<file path="config.mk">
export PLATFORM = sky130hd
export DESIGN_NAME = three_floor_elevator_fsm_unit
export DESIGN_NICKNAME = d
export VERILOG_FILES = /design/src/sv/tfe_pkg.sv /design/src/sv/three_floor_elevator_fsm_unit.sv /design/src/sv/tfe_step.sv
export SDC_FILE = /design/constraint.sdc
export NUM_CORES = 1
export LEC_CHECK = 0
export BUFFER_PORTS_ARGS = -buffer_cell sky130_fd_sc_hd__buf_2
export CAP_MARGIN = 5
export CORE_ASPECT_RATIO = 1.5
export CORE_MARGIN = 10
export CORE_UTILIZATION = 55
export DETAILED_ROUTE_END_ITERATION = 7
export PLACE_DENSITY = 0.88
export RECOVER_POWER = 50
export SETUP_SLACK_MARGIN = 0.3
export SLEW_MARGIN = 25
export SYNTH_ARGS = -nofsm -noshare
export SYNTH_HDL_FRONTEND = slang
export SYNTH_HIERARCHICAL = 1
export SYNTH_SLANG_ARGS = --single-unit
</file>
<file path="constraint.sdc">
create_clock -name clk -period 5.66 [get_ports clk]
set_clock_uncertainty 0.05 [all_clocks]
set_input_delay 1.132 -clock clk [delete_from_list [all_inputs] [get_ports clk]]
set_output_delay 1.132 -clock clk [all_outputs]
set_load 0.02 [all_outputs]
</file>
<file path="src/sv/tfe_pkg.sv">
// ----------------------------------------------------------------------------
// tfe_pkg
// Types and constants shared by the three-floor elevator controller.
// ----------------------------------------------------------------------------
package tfe_pkg;

	// Configuration register indexes
	localparam int CfgIndexW = 2;
	localparam logic [CfgIndexW-1:0] CFG_DUTY_UP   = 2'd0;
	localparam logic [CfgIndexW-1:0] CFG_DUTY_DOWN = 2'd1;

	localparam logic [7:0] DUTY_UP_RST   = 8'd225;
	localparam logic [7:0] DUTY_DOWN_RST = 8'd190;

	// Item kinds
	localparam logic CMD_KEYPAD = 1'b0;
	localparam logic CMD_SENSOR = 1'b1;

	// Motor direction codes
	localparam logic [1:0] DIR_STOP = 2'd0;
	localparam logic [1:0] DIR_UP   = 2'd1;
	localparam logic [1:0] DIR_DOWN = 2'd2;

	// Floor codes; zero means no floor seen yet
	localparam logic [1:0] FLOOR_NONE = 2'd0;
	localparam logic [1:0] FLOOR_1    = 2'd1;
	localparam logic [1:0] FLOOR_2    = 2'd2;
	localparam logic [1:0] FLOOR_3    = 2'd3;

	// Sensor readings: none, or exactly one bit set
	localparam logic [2:0] SENS_NONE = 3'b000;
	localparam logic [2:0] SENS_F1   = 3'b001;
	localparam logic [2:0] SENS_F2   = 3'b010;
	localparam logic [2:0] SENS_F3   = 3'b100;

	// Keypad codes (row bits 0-3, column bits 4-6)
	localparam logic [6:0] KEY_UP1   = 7'd18;
	localparam logic [6:0] KEY_UP2   = 7'd34;
	localparam logic [6:0] KEY_DOWN2 = 7'd66;
	localparam logic [6:0] KEY_CAR1  = 7'd20;
	localparam logic [6:0] KEY_CAR2  = 7'd36;
	localparam logic [6:0] KEY_CAR3  = 7'd68;
	localparam logic [6:0] KEY_DOWN3 = 7'd40;

	// Call flag masks
	localparam logic [6:0] F_CAR1  = 7'h01;
	localparam logic [6:0] F_CAR2  = 7'h02;
	localparam logic [6:0] F_CAR3  = 7'h04;
	localparam logic [6:0] F_UP1   = 7'h08;
	localparam logic [6:0] F_UP2   = 7'h10;
	localparam logic [6:0] F_DOWN2 = 7'h20;
	localparam logic [6:0] F_DOWN3 = 7'h40;

	// Controller state carried between items
	typedef struct packed {
		logic [6:0] call_flags;
		logic [1:0] goal_floor;
		logic [1:0] last_floor;
		logic [1:0] travel_dir;
		logic [7:0] duty_value;
	} ctrl_state_t;

	// Per-item status produced alongside the next state
	typedef struct packed {
		logic dwell;
		logic sensor_error;
	} step_flags_t;

endpackage

</file>
<file path="src/sv/three_floor_elevator_fsm_unit.sv">
// ----------------------------------------------------------------------------
// three_floor_elevator_fsm_unit
// Three-floor elevator controller: keypad calls, floor sensing, target and
// motor direction / duty selection, one result per event.
// ----------------------------------------------------------------------------
// One item is accepted every cycle while in_stall is low. The item is
// captured in an input register, and a single pass of the next-state logic
// then updates the controller state and loads the result register when the
// result register frees; a held result can delay this. The state feedback
// through that one pass of logic is what sets the rate of one item per cycle;
// a held result stalls the input once the input register is also full.
// Configuration writes are always ready and take effect on the next sensor
// event that sets an up or down direction.
module three_floor_elevator_fsm_unit (
	input  logic                          clk,
	input  logic                          arst_n,
	// Input channel
	input  logic                          in_valid,
	output logic                          in_stall,
	input  logic                          cmd,
	input  logic [6:0]                    key_code,
	input  logic [2:0]                    floor_sensors,
	// Result channel
	output logic                          out_valid,
	input  logic                          out_stall,
	output logic [1:0]                    motor_dir,
	output logic [7:0]                    motor_duty,
	output logic [1:0]                    target_floor,
	output logic                          dwell,
	output logic                          sensor_error,
	output logic [6:0]                    pending,
	// Configuration write channel
	input  logic                          cfg_valid,
	output logic                          cfg_ready,
	input  logic [tfe_pkg::CfgIndexW-1:0] cfg_index,
	input  logic [7:0]                    cfg_data
);
	import tfe_pkg::*;

	logic        valid_s1;
	logic        cmd_s1;
	logic [6:0]  key_code_s1;
	logic [2:0]  floor_sensors_s1;
	logic        valid_s2;
	logic [7:0]  duty_up_q;
	logic [7:0]  duty_down_q;
	ctrl_state_t state_q;
	ctrl_state_t state_nxt;
	step_flags_t step_flags;
	logic        adv_s2;
	logic        adv_s1;

	// Flow control: result register frees when empty or being taken
	assign adv_s2    = !valid_s2 || !out_stall;
	assign in_stall  = valid_s1 && !adv_s2;
	assign adv_s1    = in_valid && !in_stall;
	assign out_valid = valid_s2;
	assign cfg_ready = 1'b1;

	// Configuration registers
	always_ff @(posedge clk or negedge arst_n) begin
		if (!arst_n) begin
			duty_up_q   <= DUTY_UP_RST;
			duty_down_q <= DUTY_DOWN_RST;
		end else if (cfg_valid && cfg_ready) begin
			case (cfg_index)
				CFG_DUTY_UP:   duty_up_q   <= cfg_data;
				CFG_DUTY_DOWN: duty_down_q <= cfg_data;
				default:       ;
			endcase
		end
	end

	// Input register
	always_ff @(posedge clk or negedge arst_n) begin
		if (!arst_n) begin
			valid_s1 <= 1'b0;
		end else if (adv_s2 || !valid_s1) begin
			valid_s1 <= adv_s1;
		end
	end

	always_ff @(posedge clk) begin
		if (adv_s1) begin
			cmd_s1           <= cmd;
			key_code_s1      <= key_code;
			floor_sensors_s1 <= floor_sensors;
		end
	end

	// Next-state logic
	tfe_step u_step (
		.cmd           (cmd_s1),
		.key_code      (key_code_s1),
		.floor_sensors (floor_sensors_s1),
		.duty_up       (duty_up_q),
		.duty_down     (duty_down_q),
		.cur           (state_q),
		.nxt           (state_nxt),
		.flags         (step_flags)
	);

	// Controller state, updated as an item moves into the result register
	always_ff @(posedge clk or negedge arst_n) begin
		if (!arst_n) begin
			state_q.call_flags <= '0;
			state_q.goal_floor <= FLOOR_1;
			state_q.last_floor <= FLOOR_NONE;
			state_q.travel_dir <= DIR_STOP;
			state_q.duty_value <= DUTY_UP_RST;
			valid_s2           <= 1'b0;
		end else if (adv_s2) begin
			valid_s2 <= valid_s1;
			if (valid_s1) begin
				state_q <= state_nxt;
			end
		end
	end

	// Result register
	always_ff @(posedge clk) begin
		if (adv_s2 && valid_s1) begin
			motor_dir    <= state_nxt.travel_dir;
			motor_duty   <= state_nxt.duty_value;
			target_floor <= state_nxt.goal_floor;
			pending      <= state_nxt.call_flags;
			dwell        <= step_flags.dwell;
			sensor_error <= step_flags.sensor_error;
		end
	end

endmodule

</file>
<file path="src/sv/tfe_step.sv">
// ----------------------------------------------------------------------------
// tfe_step
// Next-state logic for one item: keypad latching, floor tracking and the
// floor service / target selection rules.
// ----------------------------------------------------------------------------
module tfe_step (
	input  logic                 cmd,
	input  logic [6:0]           key_code,
	input  logic [2:0]           floor_sensors,
	input  logic [7:0]           duty_up,
	input  logic [7:0]           duty_down,
	input  tfe_pkg::ctrl_state_t cur,
	output tfe_pkg::ctrl_state_t nxt,
	output tfe_pkg::step_flags_t flags
);
	import tfe_pkg::*;

	logic [6:0] cf;
	logic [1:0] floor;
	logic [1:0] goal;
	logic [1:0] dir;
	logic       served;
	logic       err;

	always_comb begin
		cf     = cur.call_flags;
		floor  = cur.last_floor;
		goal   = cur.goal_floor;
		dir    = cur.travel_dir;
		served = 1'b0;
		err    = 1'b0;

		if (cmd == CMD_KEYPAD) begin
			// Latch call flags from keypad
			case (key_code)
				KEY_UP1:   cf = cf | F_UP1;
				KEY_UP2:   cf = cf | F_UP2;
				KEY_DOWN2: cf = cf | F_DOWN2;
				KEY_CAR1:  cf = cf | F_CAR1;
				KEY_CAR2:  cf = cf | F_CAR2;
				KEY_CAR3:  cf = cf | F_CAR3;
				KEY_DOWN3: cf = cf | F_DOWN3;
				default:   cf = cf;
			endcase
		end else begin
			// Track last floor seen
			case (floor_sensors)
				SENS_NONE: floor = cur.last_floor;
				SENS_F1:   floor = FLOOR_1;
				SENS_F2:   floor = FLOOR_2;
				SENS_F3:   floor = FLOOR_3;
				default:   err   = 1'b1;
			endcase

			// Floor service and next target
			if (floor == FLOOR_1 && cur.goal_floor == FLOOR_1) begin
				served = 1'b1;
				cf = cf & ~(F_CAR1 | F_UP1);
				if ((cf & (F_CAR2 | F_UP2)) != '0) begin
					goal = FLOOR_2; dir = DIR_UP;
				end else if ((cf & (F_CAR3 | F_DOWN3)) != '0) begin
					goal = FLOOR_3; dir = DIR_UP;
				end else if ((cf & F_DOWN2) != '0) begin
					goal = FLOOR_2; dir = DIR_UP;
				end else begin
					dir = DIR_STOP;
				end
			end else if (floor == FLOOR_2 && (cur.goal_floor == FLOOR_2 ||
					(cf & (F_CAR2 | F_UP2 | F_DOWN2)) != '0)) begin
				served = 1'b1;
				cf = cf & ~F_CAR2;
				if ((cf & (F_CAR1 | F_UP1)) != '0 &&
						!((cf & F_DOWN3) != '0 && cur.travel_dir == DIR_UP)) begin
					goal = FLOOR_1; dir = DIR_DOWN;
					cf = cf & ~F_DOWN2;
				end else if ((cf & (F_CAR3 | F_DOWN3)) != '0 &&
						!((cf & F_UP1) != '0 && cur.travel_dir == DIR_DOWN)) begin
					goal = FLOOR_3; dir = DIR_UP;
					cf = cf & ~F_UP2;
				end else begin
					dir = DIR_STOP;
					cf = cf & ~(F_UP2 | F_DOWN2);
				end
			end else if (floor == FLOOR_3 && cur.goal_floor == FLOOR_3) begin
				served = 1'b1;
				cf = cf & ~(F_CAR3 | F_DOWN3);
				if ((cf & (F_CAR2 | F_DOWN2)) != '0) begin
					goal = FLOOR_2; dir = DIR_DOWN;
				end else if ((cf & (F_CAR1 | F_UP1)) != '0) begin
					goal = FLOOR_1; dir = DIR_DOWN;
				end else if ((cf & F_UP2) != '0) begin
					goal = FLOOR_2; dir = DIR_DOWN;
				end else begin
					dir = DIR_STOP;
				end
			end
		end
	end

	// Assemble next state; on sensor items duty follows direction, held when stopped
	always_comb begin
		nxt.call_flags = cf;
		nxt.goal_floor = goal;
		nxt.last_floor = floor;
		nxt.travel_dir = dir;
		nxt.duty_value = cur.duty_value;
		if (cmd == CMD_SENSOR) begin
			if (dir == DIR_UP) begin
				nxt.duty_value = duty_up;
			end else if (dir == DIR_DOWN) begin
				nxt.duty_value = duty_down;
			end
		end
		flags.dwell        = served;
		flags.sensor_error = err;
	end

endmodule

</file>
== Yosys cells after proc, flatten, opt, wreduce, memory -nomap -nowiden ==
Cells that the tools add are included.

* Register bits: 71
* Output and inout bits: 24
* Word-level logic and storage cells: 111

* Equal/unequal tests: 21
* Mux-type cells: 40
* Reductions and logical operators: 32

{| class="wikitable"
|+ Operator list
! kind !! count
|-
| 7-bit one-hot mux with 7 select lines || 1
|-
| 2-bit two-way mux || 23
|-
| 7-bit nonzero test || 5
|-
| 7-bit two-way mux || 4
|-
| 8-bit two-way mux || 3
|-
| 7-bit by 6-bit equality test with 1-bit output, second input constant || 3
|-
| 7-bit by 5-bit equality test with 1-bit output, second input constant || 2
|-
| 7-bit equality test, second input constant || 2
|-
| 2-bit equality test, second input constant || 6
|-
| 6-bit two-way mux || 2
|-
| 2-bit by 1-bit equality test with 1-bit output, second input constant || 5
|-
| 1-bit logical AND || 10
|-
| 1-bit zero test || 7
|-
| 1-bit two-way mux || 6
|-
| 2-bit one-hot mux with 3 select lines || 1
|-
| 2-bit AND reduction || 3
|-
| 4-bit OR reduction || 1
|-
| 3-bit by 1-bit equality test with 1-bit output, second input constant || 1
|-
| 3-bit by 2-bit equality test with 1-bit output, second input constant || 1
|-
| 3-bit equality test, second input constant || 1
|-
| 3-bit zero test || 1
|-
| 1-bit logical OR || 3
|-
| 3-bit AND reduction || 1
|-
| 2-bit zero test || 1
|}

== Logic depth before layout (Yosys ltp) ==
* Depth after elaboration: 13
* Mapped depth: 9
* Depth with buffers taken out: 7

== Hierarchy ==
Netlist, hierarchy kept.

{| class="wikitable"
|+ By module, submodules not included
! module !! instances !! cells each !! area an instance (um^2) !! seq. area each (um^2)
|-
| three_floor_elevator_fsm_unit || 1 || 120 || 2483.6 || 1955.6
|-
| tfe_step || 1 || 155 || 955.9 || 0.0
|}

== Worst setup path before layout ==
OpenSTA, ideal clock, no wires.

* Kind: input to output
* Start point: input out_stall
* End point: output in_stall
* Arrival: 1380 ps
* Data required time: 4478 ps
* Setup slack: 3098 ps
* Cell stages on the path: 2
* Path buffers: 0
* Cell sequence: nand3_1 > inv_1

* Longest elaborated chain between the ends: 4

{| class="wikitable"
|+ Ends and longest elaborated chain
! element !! RTL line !! RTL
|-
| from (decl) || three_floor_elevator_fsm_unit.sv:25 || <nowiki>input logic out_stall,</nowiki>
|-
| 1-bit zero test || three_floor_elevator_fsm_unit.sv:54 || <nowiki>assign adv_s2 = !valid_s2 || !out_stall;</nowiki>
|-
| 1-bit logical OR || three_floor_elevator_fsm_unit.sv:54 ||
|-
| 1-bit zero test || three_floor_elevator_fsm_unit.sv:55 || <nowiki>assign in_stall = valid_s1 && !adv_s2;</nowiki>
|-
| 1-bit logical AND || three_floor_elevator_fsm_unit.sv:55 ||
|-
| to (decl) || three_floor_elevator_fsm_unit.sv:19 || <nowiki>output logic in_stall,</nowiki>
|}

Every way passes these cells.

==> key figures <==
Place
  – Pre-CTS worst setup slack: ~2.3 ns
  – IO Port Bufs: 48
  – Placed cells: 384
  – Placer Congestion: 0.918
  – DP HPWL: 5.30 mm

Setup path
  – Worst R2R Path Depth: 7
  – RR Startpoint: cmd_s1
  – CP endpoint: state_q[5]
  – CP Class: flop to flop
  – CP Data Arrival Time: 3.96 ns
  – Reg2reg setup slack: about 1.9 ns
  – CP startpoint: cmd_s1
  – Worst EP required: 5.90 ns
  – R2R Path End: state_q[5]
  – Crit Path Max Fanout: 28
  – Setup crit start kind: flop
  – Setup crit end kind: flop

Floorplan
  – Row cnt: 35
  – Starting Density: 0.561
  – Die area: between 0.009 and 0.01 mm2
  – Core footprint: 0.00613 mm2
  – I/O pin count: 50
  – Die height: 117 um
  – Die width: approximately 85 um

Timing
  – Final Worst Setup Slack: 1.94 ns
  – Final hold violations: 0
  – Slew HR: -0.458
  – Slew Limit Fails: 83
  – Setup violators final: 0
  – Tcrit/Tclk final: 0.658
  – Max Clk Rate: 0.268 GHz
  – Final setup TNS: 0 ns
  – RSZ-0062 raised after global routing: false
  – Actual slew at the worst max-slew pin: 2.19 ns
  – Minimum clock period: ~3.7 ns

Hold path
  – Worst Hold Class: flop to flop

Route
  – DR WL/cell: roughly 18 um
  – Post-route ant nets: 0
  – Iteration-0 DRC Markers: roughly 170
  – Via Count: 2454
  – Total Wirelength: 7.39 mm
  – Initial DRT Pass Iterations: 4
  – Vias/cell: 6.14
  – # DRC: 0

Global routing
  – Vias in the first global route: 2574
  – Largest net degree at the start of global routing: 43
  – Gr ovfl total: 0
  – First-pass GRT wire length: 12.3 mm
  – Initial antenna violation count: 0
  – All-Layer GR Usage: 0.153

Synth
  – Synthesis warning total: 6
  – Number of synthesized flops with an enable pin: 32
  – Compound-gate portion of the synthesized area: 0.155
  – Mean Syn Cell Area: roughly 13 um2
  – Synth Area in XOR/XNOR: 0
  – Mapped Area: 0.00344 mm2
  – Seq/Total Area, Yosys: 0.569
  – Post-Syn Instances: 275
  – #FFs+latches synth: 71
  – Netlist cell types: 48
  – Async SR Flop Fraction: 0.549
  – Ys flop type: edfxtp_1
  – Syn nets: 301
  – Multiplexer share of the synthesized area: 0.121
  – Largest family of logic cells by synthesized area: compound AO/OA/AOI/OAI gates
  – Post-synthesis simple-gate area fraction: 0.116
  – Adder-cell share of the synthesized area: 0

Power and ir drop
  – Power per cell area: between 400 and 500 mW/mm2
  – Peak supply drop: 0.000268 V
  – Power, Total: about 1.8 mW
  – Pleak: 1.54 nW

Clocking
  – Clock sink count: 71
  – Clock buffer count from CTS: 9
  – Cts hold-fix bufs: 0
  – Post-CTS Setup Inserts: 0
  – Later-pin clock latency in the skew report: roughly 0.34 ns
  – CTS tree: done
  – Clock Tree Root: clkbuf_8
  – Clk buf depth: 2
  – Post-CTS sizing: 0
  – H-tree depth: 3
  – Clk slew on worst S/H paths: ~0.080 ns

Run status
  – Failing checks: max-capacitance violations, max-slew violations
  – Status: finished, violations left

Layout
  – Area Growth Syn to Fin: 12.2%
  – Fin nets: roughly 350
  – Multi-input gate area: 0.00133 mm2
  – Post-Route Utilization: 0.629
  – Ant diodes: 0
  – Fillers: around 500
  – Layout cells sized above 1: 0.365
  – Fin cells: 400
  – Register area: 0.00196 mm2

Run
  – Max-cap check violation count: 2
-- area by class of cell --
class                      instances  share of cell area
sequential                        71               0.507
clock inverter                     5              0.0143
inverter                           7             0.00681
clock buffer                      11              0.0396
tap                               74              0.0240
timing repair buffer              51              0.0649
multi-input combinational        181               0.344
-- worst max-delay path, cell delays in order (launching register included) --
cell,delay [ns]
edfxtp_1,0.32
clkbuf_1,0.90
o221ai_1,0.54
a41o_1,0.37
a221o_1,0.61
and3_1,0.41
o211ai_1,0.26
mux2_2,0.19
-- metal layers --
metal | routed length (um) | share of wire | track usage
met5 | 0 | 0 | 0
met4 | 289 | 0.039 | 0.108
met3 | 325 | 0.044 | 0.0270
met2 | 3920 | 0.53 | 0.272
met1 | 2850 | 0.39 | 0.161
-- sequential cells by signal (all words and copies together), names as in the netlist, 2 cells and up --
| name | cells |
|---|---|
| motor_duty | 8 |
| state_q | 21 |
| pending | 7 |
| target_floor | 2 |
| motor_dir | 2 |
| floor_sensors_s1 | 3 |
| duty_up_q | 8 |
| duty_down_q | 8 |
| key_code_s1 | 7 |
-- cell usage after synthesis (8+ instances only) --
master	n	area, um2
dfstp_2	15	394
o211ai_1	9	67.6
nor2_1	13	48.8
dfrtp_1	24	601
a21oi_1	20	100
edfxtp_1	32	961
o21ai_0	9	45.0
o31ai_1	8	60.1
nand4_1	9	56.3
mux2_2	37	417
nand2_1	12	45.0
or3_1	9	56.3
-- cell families (layout without fill, tap and decap cells) --
family          after synthesis  in the layout
compound gates               73             73
flops                        71             71
other cells                   1              1
buf+inv                      23             74
mux                          37             37
simple gates                 70             70
-- report_power, final --
part / leakage [nW] / switching (mW) / total [mW] / internal, mW
clock: 0.109 / 0.191 / 0.421 / 0.230
combinational: 0.655 / 0.348 / 0.590 / 0.242
sequential: 0.777 / 0.0977 / 0.817 / 0.719
-- layout by cell type (no fill, tap or decap), types with 2 or more instances in the layout --
cell type   n
nor3b_1     4
or3_1       9
clkbuf_8    9
nor3_1      2
a21o_1      3
dfrtp_1    24
inv_1       7
nand3_1     3
o221ai_1    3
nand2b_1    2
nand4_1     9
a21oi_1    20
clkbuf_1    7
buf_2      44
nor2_1     13
o21ai_0     9
clkinv_2    2
o31ai_1     8
mux2_2     37
a22o_1      2
edfxtp_1   32
nand2_1    12
or2_2       4
nor4bb_1    2
o211ai_1    9
a31oi_1     2
a41oi_1     3
a221o_1     2
nor2b_1     5
dfstp_2    15
-- how the worst min path moves through the flow --
stage | startpoint | to | cells after the start
floorplan | valid_s1 | out_valid | 1
global placement | valid_s1 | out_valid | 1
detailed placement | valid_s1 | out_valid | 1
CTS | valid_s1 | out_valid | 1
global route | state_q[2] | state_q[2] | 1
finish | valid_s1 | out_valid | 1
-- metrics by stage --
| stage | instance area, um2 | hold WS [ns] |
|---|---|---|
| 2_1_floorplan | 3440 | 0.401 |
| 3_5_place_dp | 3690 | 0.438 |
| 3_3_place_gp | 3690 | 0.411 |
| 6_report | 3860 | 0.439 |
| 4_1_cts | 3900 | 0.456 |
| 5_1_grt | 3860 | 0.482 |
(Power assumes the default switching activity.)
